File: src/design/lkd_pkg.sv
// Shared types, register indexes and constants for the ladder key debouncer.
package lkd_pkg;

    localparam int unsigned KEY_W          = 5;
    localparam int unsigned TIME_W         = 32;
    localparam int unsigned ADC_W          = 10;
    localparam int unsigned PERIOD_W       = 8;
    localparam int unsigned LONG_W         = 16;
    localparam int unsigned CFG_DATA_W     = 16;
    localparam int unsigned HISTORY_DEPTH_DEF = 4;

    localparam logic [TIME_W-1:0]   GUARD_MS          = 32'd100;
    localparam logic [PERIOD_W-1:0] PERIOD_MS_RESET   = 8'd10;
    localparam logic [LONG_W-1:0]   LONG_PRESS_RESET  = 16'd1000;

    localparam logic CMD_POLL  = 1'b0;
    localparam logic CMD_QUERY = 1'b1;

    localparam logic CFG_PERIOD_MS     = 1'b0;
    localparam logic CFG_LONG_PRESS_MS = 1'b1;

    localparam logic [KEY_W-1:0] KEY_NONE = 5'b00000;
    localparam logic [KEY_W-1:0] KEY_A    = 5'b00001;
    localparam logic [KEY_W-1:0] KEY_B    = 5'b00100;
    localparam logic [KEY_W-1:0] KEY_C    = 5'b01000;
    localparam logic [KEY_W-1:0] KEY_D    = 5'b00010;
    localparam logic [KEY_W-1:0] KEY_E    = 5'b10000;

    typedef struct packed {
        logic              command;
        logic [TIME_W-1:0] now_ms;
        logic [ADC_W-1:0]  adc_sample;
    } t_in_item;

    typedef struct packed {
        logic             release_event;
        logic [KEY_W-1:0] long_keys;
        logic [KEY_W-1:0] stable_mask;
        logic [KEY_W-1:0] previous_mask;
        logic [KEY_W-1:0] changed_mask;
        logic             any_pressed;
    } t_out_item;

    typedef struct packed {
        logic              command;
        logic [TIME_W-1:0] now_ms;
        logic [KEY_W-1:0]  raw_keys;
    } t_stage;

endpackage

File: src/design/lkd_ladder.sv
// Ladder voltage to one-hot key mask decoder.
module lkd_ladder (
    input  logic [lkd_pkg::ADC_W-1:0] i_adc_sample,
    output logic [lkd_pkg::KEY_W-1:0] o_keys
);
    import lkd_pkg::*;

    always_comb begin
        if (i_adc_sample < 10'd100) begin
            o_keys = KEY_A;
        end else if (i_adc_sample < 10'd200) begin
            o_keys = KEY_B;
        end else if (i_adc_sample >= 10'd300 && i_adc_sample < 10'd400) begin
            o_keys = KEY_C;
        end else if (i_adc_sample >= 10'd500 && i_adc_sample < 10'd600) begin
            o_keys = KEY_D;
        end else if (i_adc_sample >= 10'd700 && i_adc_sample < 10'd800) begin
            o_keys = KEY_E;
        end else begin
            o_keys = KEY_NONE;
        end
    end

endmodule

File: src/design/lkd_core.sv
// Debounce state, long-press timing and result formation for one transaction.
module lkd_core #(
    parameter int unsigned HISTORY_DEPTH = lkd_pkg::HISTORY_DEPTH_DEF
) (
    input  logic                           i_clk,
    input  logic                           i_rst_n,
    input  logic                           i_cfg_we,
    input  logic                           i_cfg_index,
    input  logic [lkd_pkg::CFG_DATA_W-1:0] i_cfg_data,
    input  logic                           i_step,
    input  lkd_pkg::t_stage                i_stage,
    output lkd_pkg::t_out_item             o_result
);
    import lkd_pkg::*;

    localparam int unsigned SLOT_W = $clog2(HISTORY_DEPTH);
    localparam logic [SLOT_W-1:0] SLOT_LAST = SLOT_W'(HISTORY_DEPTH - 1);

    logic [KEY_W-1:0]    r_history [HISTORY_DEPTH];
    logic [SLOT_W-1:0]   r_write_slot;
    logic [KEY_W-1:0]    r_stable_keys, n_stable_keys;
    logic [KEY_W-1:0]    r_prior_keys, n_prior_keys;
    logic [KEY_W-1:0]    r_delta_keys, n_delta_keys;
    logic [TIME_W-1:0]   r_press_start, n_press_start;
    logic [TIME_W-1:0]   r_next_sample, n_next_sample;
    logic                r_release_wait, n_release_wait;
    logic [PERIOD_W-1:0] r_period_ms;
    logic [LONG_W-1:0]   r_long_press_ms;

    logic [KEY_W-1:0]  acc;
    logic [TIME_W-1:0] held;
    logic              is_long;
    logic              blocked;
    logic              sample;
    logic              rel;
    logic [KEY_W-1:0]  lng;

    assign held    = i_stage.now_ms - r_press_start;
    assign is_long = (r_press_start != '0) && (held > {16'd0, r_long_press_ms});
    assign blocked = r_release_wait && ((r_prior_keys & i_stage.raw_keys) != '0);
    assign sample  = (i_stage.command == CMD_POLL) && !blocked &&
                     (i_stage.now_ms >= r_next_sample);

    always_comb begin
        acc = i_stage.raw_keys;
        for (int i = 0; i < HISTORY_DEPTH; i++) begin
            if (SLOT_W'(i) != r_write_slot) begin
                acc = acc & r_history[i];
            end
        end
    end

    always_comb begin
        n_stable_keys  = r_stable_keys;
        n_prior_keys   = r_prior_keys;
        n_delta_keys   = r_delta_keys;
        n_press_start  = r_press_start;
        n_next_sample  = r_next_sample;
        n_release_wait = r_release_wait;
        rel            = 1'b0;
        lng            = KEY_NONE;
        if (i_stage.command == CMD_QUERY) begin
            if (is_long) begin
                n_next_sample = i_stage.now_ms + GUARD_MS;
                lng           = r_prior_keys;
            end
            n_press_start = '0;
        end else begin
            if (r_release_wait && !blocked) begin
                n_release_wait = 1'b0;
            end
            if (sample) begin
                n_prior_keys  = r_stable_keys;
                n_stable_keys = acc;
                n_delta_keys  = acc ^ r_stable_keys;
                n_next_sample = i_stage.now_ms + {24'd0, r_period_ms};
                if (n_delta_keys != '0 && n_delta_keys == acc) begin
                    n_press_start = i_stage.now_ms;
                end else if (n_delta_keys == '0 && acc != '0 && is_long) begin
                    n_delta_keys   = acc;
                    n_stable_keys  = '0;
                    n_release_wait = 1'b1;
                end
                rel = (n_delta_keys != '0) && (n_stable_keys == '0);
            end
        end
    end

    always_comb begin
        o_result.release_event = rel;
        o_result.long_keys     = lng;
        o_result.stable_mask   = n_stable_keys;
        o_result.previous_mask = n_prior_keys;
        o_result.changed_mask  = n_delta_keys;
        o_result.any_pressed   = (n_stable_keys != '0);
    end

    always_ff @(posedge i_clk) begin
        if (!i_rst_n) begin
            for (int i = 0; i < HISTORY_DEPTH; i++) begin
                r_history[i] <= '0;
            end
            r_write_slot    <= '0;
            r_stable_keys   <= '0;
            r_prior_keys    <= '0;
            r_delta_keys    <= '0;
            r_press_start   <= '0;
            r_next_sample   <= '0;
            r_release_wait  <= 1'b0;
            r_period_ms     <= PERIOD_MS_RESET;
            r_long_press_ms <= LONG_PRESS_RESET;
        end else begin
            if (i_cfg_we) begin
                case (i_cfg_index)
                    CFG_PERIOD_MS:     r_period_ms     <= i_cfg_data[PERIOD_W-1:0];
                    CFG_LONG_PRESS_MS: r_long_press_ms <= i_cfg_data[LONG_W-1:0];
                    default:           r_period_ms     <= r_period_ms;
                endcase
            end
            if (i_step) begin
                if (sample) begin
                    r_history[r_write_slot] <= i_stage.raw_keys;
                    r_write_slot <= (r_write_slot == SLOT_LAST) ? '0 : r_write_slot + 1'b1;
                end
                r_stable_keys  <= n_stable_keys;
                r_prior_keys   <= n_prior_keys;
                r_delta_keys   <= n_delta_keys;
                r_press_start  <= n_press_start;
                r_next_sample  <= n_next_sample;
                r_release_wait <= n_release_wait;
            end
        end
    end

    a_wait_means_released: assert property (@(posedge i_clk) disable iff (!i_rst_n)
        r_release_wait |-> (r_stable_keys == '0))
        else $error("release wait with nonzero stable mask");

    a_delta_consistent: assert property (@(posedge i_clk) disable iff (!i_rst_n)
        r_delta_keys == (r_stable_keys ^ r_prior_keys))
        else $error("changed mask out of step with stable and previous masks");

    a_slot_in_range: assert property (@(posedge i_clk) disable iff (!i_rst_n)
        r_write_slot <= SLOT_LAST)
        else $error("history write slot out of range");

    a_query_clears_press: assert property (@(posedge i_clk) disable iff (!i_rst_n)
        (i_step && i_stage.command == CMD_QUERY) |=> (r_press_start == '0))
        else $error("press start kept after query");

endmodule

File: src/design/ladder_key_debounce_long_press.sv
// Top level: input stage, debounce core and result register with handshakes.
// One transaction per clock sustained while the output is taken: the ladder
// reading is decoded into the input register, then the debounce core updates
// its state in one pass and loads the result register, which offers it on
// o_out_valid. Throughput is set by the single state update per cycle in the
// core; a stalled result register holds the input stage, and both stages
// drain as soon as o_out_valid is taken.
// Configuration writes are always accepted and take effect the next cycle.
module ladder_key_debounce_long_press #(
    parameter int unsigned HISTORY_DEPTH = lkd_pkg::HISTORY_DEPTH_DEF
) (
    input  logic                           i_clk,
    input  logic                           i_rst_n,
    input  logic                           i_in_valid,
    output logic                           o_in_ready,
    input  lkd_pkg::t_in_item              i_in_item,
    output logic                           o_out_valid,
    input  logic                           i_out_ready,
    output lkd_pkg::t_out_item             o_out_item,
    input  logic                           i_cfg_valid,
    output logic                           o_cfg_ready,
    input  logic                           i_cfg_index,
    input  logic [lkd_pkg::CFG_DATA_W-1:0] i_cfg_data
);
    import lkd_pkg::*;

    logic       r_in_vld;
    t_stage     r_stage;
    logic       r_out_vld;
    t_out_item  r_out_item;
    t_out_item  result;
    logic [KEY_W-1:0] raw_keys;
    logic       advance;

    assign advance     = r_in_vld && (!r_out_vld || i_out_ready);
    assign o_in_ready  = !r_in_vld || advance;
    assign o_cfg_ready = 1'b1;
    assign o_out_valid = r_out_vld;
    assign o_out_item  = r_out_item;

    lkd_ladder u_ladder (
        .i_adc_sample (i_in_item.adc_sample),
        .o_keys       (raw_keys)
    );

    lkd_core #(
        .HISTORY_DEPTH (HISTORY_DEPTH)
    ) u_core (
        .i_clk       (i_clk),
        .i_rst_n     (i_rst_n),
        .i_cfg_we    (i_cfg_valid),
        .i_cfg_index (i_cfg_index),
        .i_cfg_data  (i_cfg_data),
        .i_step      (advance),
        .i_stage     (r_stage),
        .o_result    (result)
    );

    always_ff @(posedge i_clk) begin
        if (!i_rst_n) begin
            r_in_vld  <= 1'b0;
            r_out_vld <= 1'b0;
        end else begin
            if (o_in_ready) begin
                r_in_vld <= i_in_valid;
            end
            if (advance) begin
                r_out_vld <= 1'b1;
            end else if (i_out_ready) begin
                r_out_vld <= 1'b0;
            end
        end
    end

    always_ff @(posedge i_clk) begin
        if (i_in_valid && o_in_ready) begin
            r_stage.command  <= i_in_item.command;
            r_stage.now_ms   <= i_in_item.now_ms;
            r_stage.raw_keys <= raw_keys;
        end
        if (advance) begin
            r_out_item <= result;
        end
    end

    a_no_overwrite: assert property (@(posedge i_clk) disable iff (!i_rst_n)
        (r_out_vld && !i_out_ready) |-> !advance)
        else $error("result register overwritten while stalled");

    a_in_held: assert property (@(posedge i_clk) disable iff (!i_rst_n)
        (r_in_vld && !advance) |=> r_in_vld)
        else $error("input stage dropped a transaction");

    a_result_follows: assert property (@(posedge i_clk) disable iff (!i_rst_n)
        advance |=> r_out_vld)
        else $error("processed transaction produced no result");

endmodule
File: config.mk
export PLATFORM = sky130hd
export DESIGN_NAME = ladder_key_debounce_long_press
export DESIGN_NICKNAME = d
export VERILOG_FILES = /design/src/design/lkd_pkg.sv /design/src/design/lkd_ladder.sv /design/src/design/lkd_core.sv /design/src/design/ladder_key_debounce_long_press.sv
export SDC_FILE = /design/constraint.sdc
export NUM_CORES = 1
export LEC_CHECK = 0
export BUFFER_PORTS_ARGS = -buffer_cell sky130_fd_sc_hd__buf_2
export CORE_MARGIN = 8
export CORE_UTILIZATION = 45
export CTS_CLUSTER_SIZE = 14
export DETAILED_ROUTE_END_ITERATION = 12
export PLACE_DENSITY_LB_ADDON = 0.1
export SYNTH_ARGS = -nofsm -noshare
export SYNTH_HDL_FRONTEND = slang
export SYNTH_SLANG_ARGS = --single-unit
export TNS_END_PERCENT = 20
File: constraint.sdc
create_clock -name i_clk -period 7.82 [get_ports i_clk]
set_clock_uncertainty 0.1 [all_clocks]
set_input_delay 0.782 -clock i_clk [delete_from_list [all_inputs] [get_ports i_clk]]
set_output_delay 0.782 -clock i_clk [all_outputs]
set_load 0.03 [all_outputs]
==> flow_metrics.env <==
export IMPL_synth_cell_type_count=78
export IMPL_drt_iter0_markers=735
export IMPL_timing_setup_tns_ns=0
export IMPL_cts_buffer_depth=2
export IMPL_tightest_slew_ns=1.109
export IMPL_die_w_um=177.9
export IMPL_ys_flop_type="dfxtp_1"
export IMPL_post_drt_wl_per_cell_um=17.23
export IMPL_area_growth_pct=10.47
export IMPL_cts_max_level=4
export IMPL_leakage_uw=0.005091
export IMPL_instances_no_fill=1774
export IMPL_final_util=0.5028
export IMPL_max_freq_mhz=166.1
export IMPL_drive_gt1_frac=0.1028
export IMPL_cp_max_fo=24
export IMPL_hold_violations=0
export IMPL_rsz0062_at_grt="no"
export IMPL_start_util=0.4552
export IMPL_total_power_uw=2369
export IMPL_grt_pass1_vias=9402
export IMPL_viasPerCell=5.626
export IMPL_fin_crit_sh=0.7700
export IMPL_cts_tree="built"
export IMPL_synth_edff_count=80
export IMPL_cts_resized=0
export IMPL_drtAntennaViolNets=0
export IMPL_crit_arrival_ns=6.29
export IMPL_irDropWorstVdd_mv=0.1570
export IMPL_start_kind="flip-flop"
export IMPL_hpwl_mm=22.59
export IMPL_status="completed"
export IMPL_cts_setup_buffers=0
export IMPL_grt_antenna_before_repair=0
export IMPL_routed_wl_mm=30.57
export IMPL_ys_async_sr_fraction=0
export IMPL_detailroute_via_count=9980
export IMPL_grt_overflow_total=0
export IMPL_min_path_type="flip-flop to flip-flop"
export IMPL_io_pins=90
export IMPL_die_h_um=177.9
export IMPL_antenna_cells=0
export IMPL_coreArea_mm2=0.02591
export IMPL_drc=0
export IMPL_synth_fp_nets=1539
export IMPL_report_final_slew_viol_count=0
export IMPL_grt_max_degree=56
export IMPL_slew_headroom=0.2609
export IMPL_grt_pass1_wl_mm=49.40
export IMPL_startpoint="r_stage[5]"
export IMPL_first_pass_iters=4
export IMPL_std_cell_rows=59
export IMPL_clkLatencyLatePin_ns=0.45
export IMPL_min_from="u_core.r_next_sample[28]"
export IMPL_synth_warnings=0
export IMPL_crit_type="flip-flop to flip-flop"
export IMPL_cts_sinks=188
export IMPL_syn_area_per_cell_um2=8.546
export IMPL_syn_instance_count=1380
export IMPL_cap_violations=0
export IMPL_yosysSeqAreaShare=0.3870
export IMPL_numPortBuffers=86
export IMPL_layout_min_cycle_time_ns=6.022
export IMPL_p_per_area_mw_per_mm2=181.8
export IMPL_synth_seq_cells=188
export IMPL_nNetsFinal=1585
export IMPL_setup_viol=0
export IMPL_required_ns=8.09
export IMPL_dp_cells=1742
export IMPL_fp_dieArea_mm2=0.03164
export IMPL_root_buffer="clkbuf_16"
export IMPL_track_usage=0.1946
export IMPL_cts_clk_slew_worst_paths_ns=0.08
export IMPL_cts_made_buffers=17
export IMPL_ctsHoldBuffers=0
export IMPL_critPathCaptureType="flip-flop"
export IMPL_synthesis_area_mm2=0.01179
export IMPL_rr_startpoint="r_stage[5]"
export IMPL_gp_congestion=0.9053
[layout make-up]
type | instances | area (um2)
clock buffers | 17 | 425.4
clock inverters | 15 | 191.4
fillers | 2495 | 12880
inverters | 101 | 379.1
multi-input cells | 1023 | 6551
flip-flops and latches | 188 | 4564
well taps | 335 | 419.2
repair buffers | 95 | 498.0
[Yosys cell counts (all sizes together) (4+ instances only)]
| master | count | area, um2 |
|---|---|---|
| nand2 | 241 | 904.6 |
| a21oi | 131 | 655.6 |
| dfxtp | 108 | 2162 |
| inv | 99 | 371.6 |
| ha | 92 | 1151 |
| edfxtp | 80 | 2402 |
| nor2 | 65 | 244.0 |
| nand3 | 59 | 295.3 |
| clkbuf | 52 | 195.2 |
| o21ai | 46 | 230.2 |
| mux2i | 38 | 380.4 |
| nor3 | 30 | 150.1 |
| xor2 | 29 | 254.0 |
| nor4 | 27 | 181.4 |
| o211ai | 23 | 172.7 |
| xnor2 | 22 | 192.7 |
| nand4 | 20 | 131.4 |
| a21o | 19 | 142.6 |
| buf | 16 | 105.1 |
| o31ai | 15 | 112.6 |
| o21a | 14 | 105.1 |
| and2 | 12 | 75.07 |
| and3 | 12 | 75.07 |
| mux2 | 10 | 112.6 |
| nand2b | 10 | 62.56 |
| nor2b | 9 | 56.30 |
| o22ai | 8 | 50.05 |
| or3 | 8 | 50.05 |
| a211oi | 6 | 50.05 |
| nor3b | 6 | 45.04 |
| or4 | 6 | 45.04 |
| a22oi | 4 | 30.03 |
| o21bai | 4 | 30.03 |
| o32ai | 4 | 35.03 |
[power by group]
part	internal, uW	total, uW	switching [uW]	leakage [uW]
sequential	1060	1090	33.2	0.00167
clock	464	916	453	0.000298
combinational	136	360	224	0.00312
[cells by family (layout without fill, tap and decap cells)]
logic type | after synthesis | count (layout) | synth area share
other | 1 | 1 | 0.0003180
DFF | 188 | 188 | 0.3870
muxes | 48 | 48 | 0.04180
buffers and inverters | 169 | 228 | 0.05761
and+or+nand+nor | 517 | 517 | 0.2054
xor gates and xnor gates | 51 | 51 | 0.03787
AOI/OAI and AO/OA | 312 | 312 | 0.1690
adders and majority gates | 94 | 94 | 0.1010
[worst paths after layout]
check	endpoint	slack, ns	depth (start not counted)
hold / removal	u_core.r_next_sample[28]	0.36	2
setup reg to reg	u_core.r_next_sample[13]	1.80	20
setup / recovery	u_core.r_next_sample[13]	1.80	20
hold reg to reg	u_core.r_next_sample[28]	0.36	2
[metal layers]
| layer | vias up | GRT usage | wire length [um] |
|---|---|---|---|
| met2 | 202 | 0.3197 | 14410 |
| met5 | - | 0 | 0 |
| met4 | 0 | 0.04793 | 386 |
| met3 | 23 | 0.03511 | 1429 |
| met1 | 4743 | 0.2603 | 14350 |
| li1 | 5012 | - | - |
[state kept, by name, indices dropped and copies added, names as in the netlist]
register,count
u_core.r_next_sample,32
o_out_valid,1
o_out_item,22
r_stage,38
u_core.r_stable_keys,5
u_core.r_release_wait,1
u_core.r_prior_keys,5
u_core.r_write_slot,2
u_core.r_history,20
u_core.r_period_ms,8
u_core.r_press_start,32
r_in_vld,1
u_core.r_delta_keys,5
u_core.r_long_press_ms,16
[stage by stage]
stage | hold WS, ns | area [um2] | setup WS (ns)
6_report | 0.3585 | 13030 | 1.798
5_1_grt | 0.3769 | 13030 | 1.281
2_1_floorplan | 0.3363 | 11790 | 3.174
3_3_place_gp | 0.3447 | 12410 | 1.906
4_1_cts | 0.3603 | 13030 | 1.811
3_5_place_dp | 0.3498 | 12410 | 1.854
[critical path, stage by stage (launching register included)]
cell	delay, ns
edfxtp_1	0.45
inv_1	0.10
ha_1	0.23
fa_1	0.40
nand2b_1	0.18
a21oi_1	0.20
o21ai_1	0.23
a21oi_1	0.32
nor2_1	0.10
xnor2_1	0.15
ha_1	0.30
nand4_1	0.15
nor4_1	0.38
a211oi_1	0.16
a2111oi_0	0.35
nand4_1	0.19
nor4b_2	0.40
a41oi_4	0.27
a31oi_4	0.51
buf_4	0.48
mux2i_1	0.24
[cells in the final DEF, fill, tap and decap left out, types with 12 or more instances in the layout]
master,count
o211ai_1,23
nand4_1,19
xnor2_1,22
o31ai_1,15
nor4_1,25
dfxtp_1,108
a21o_1,19
nand3_1,59
o21ai_0,43
nor2_1,65
o21a_1,14
nor3_1,30
ha_1,92
xor2_1,29
buf_2,86
a21oi_1,131
edfxtp_1,80
nand2_1,241
clkbuf_16,17
and3_1,12
inv_1,99
mux2i_1,38
Note: power is estimated with default switching activity, not from simulation.
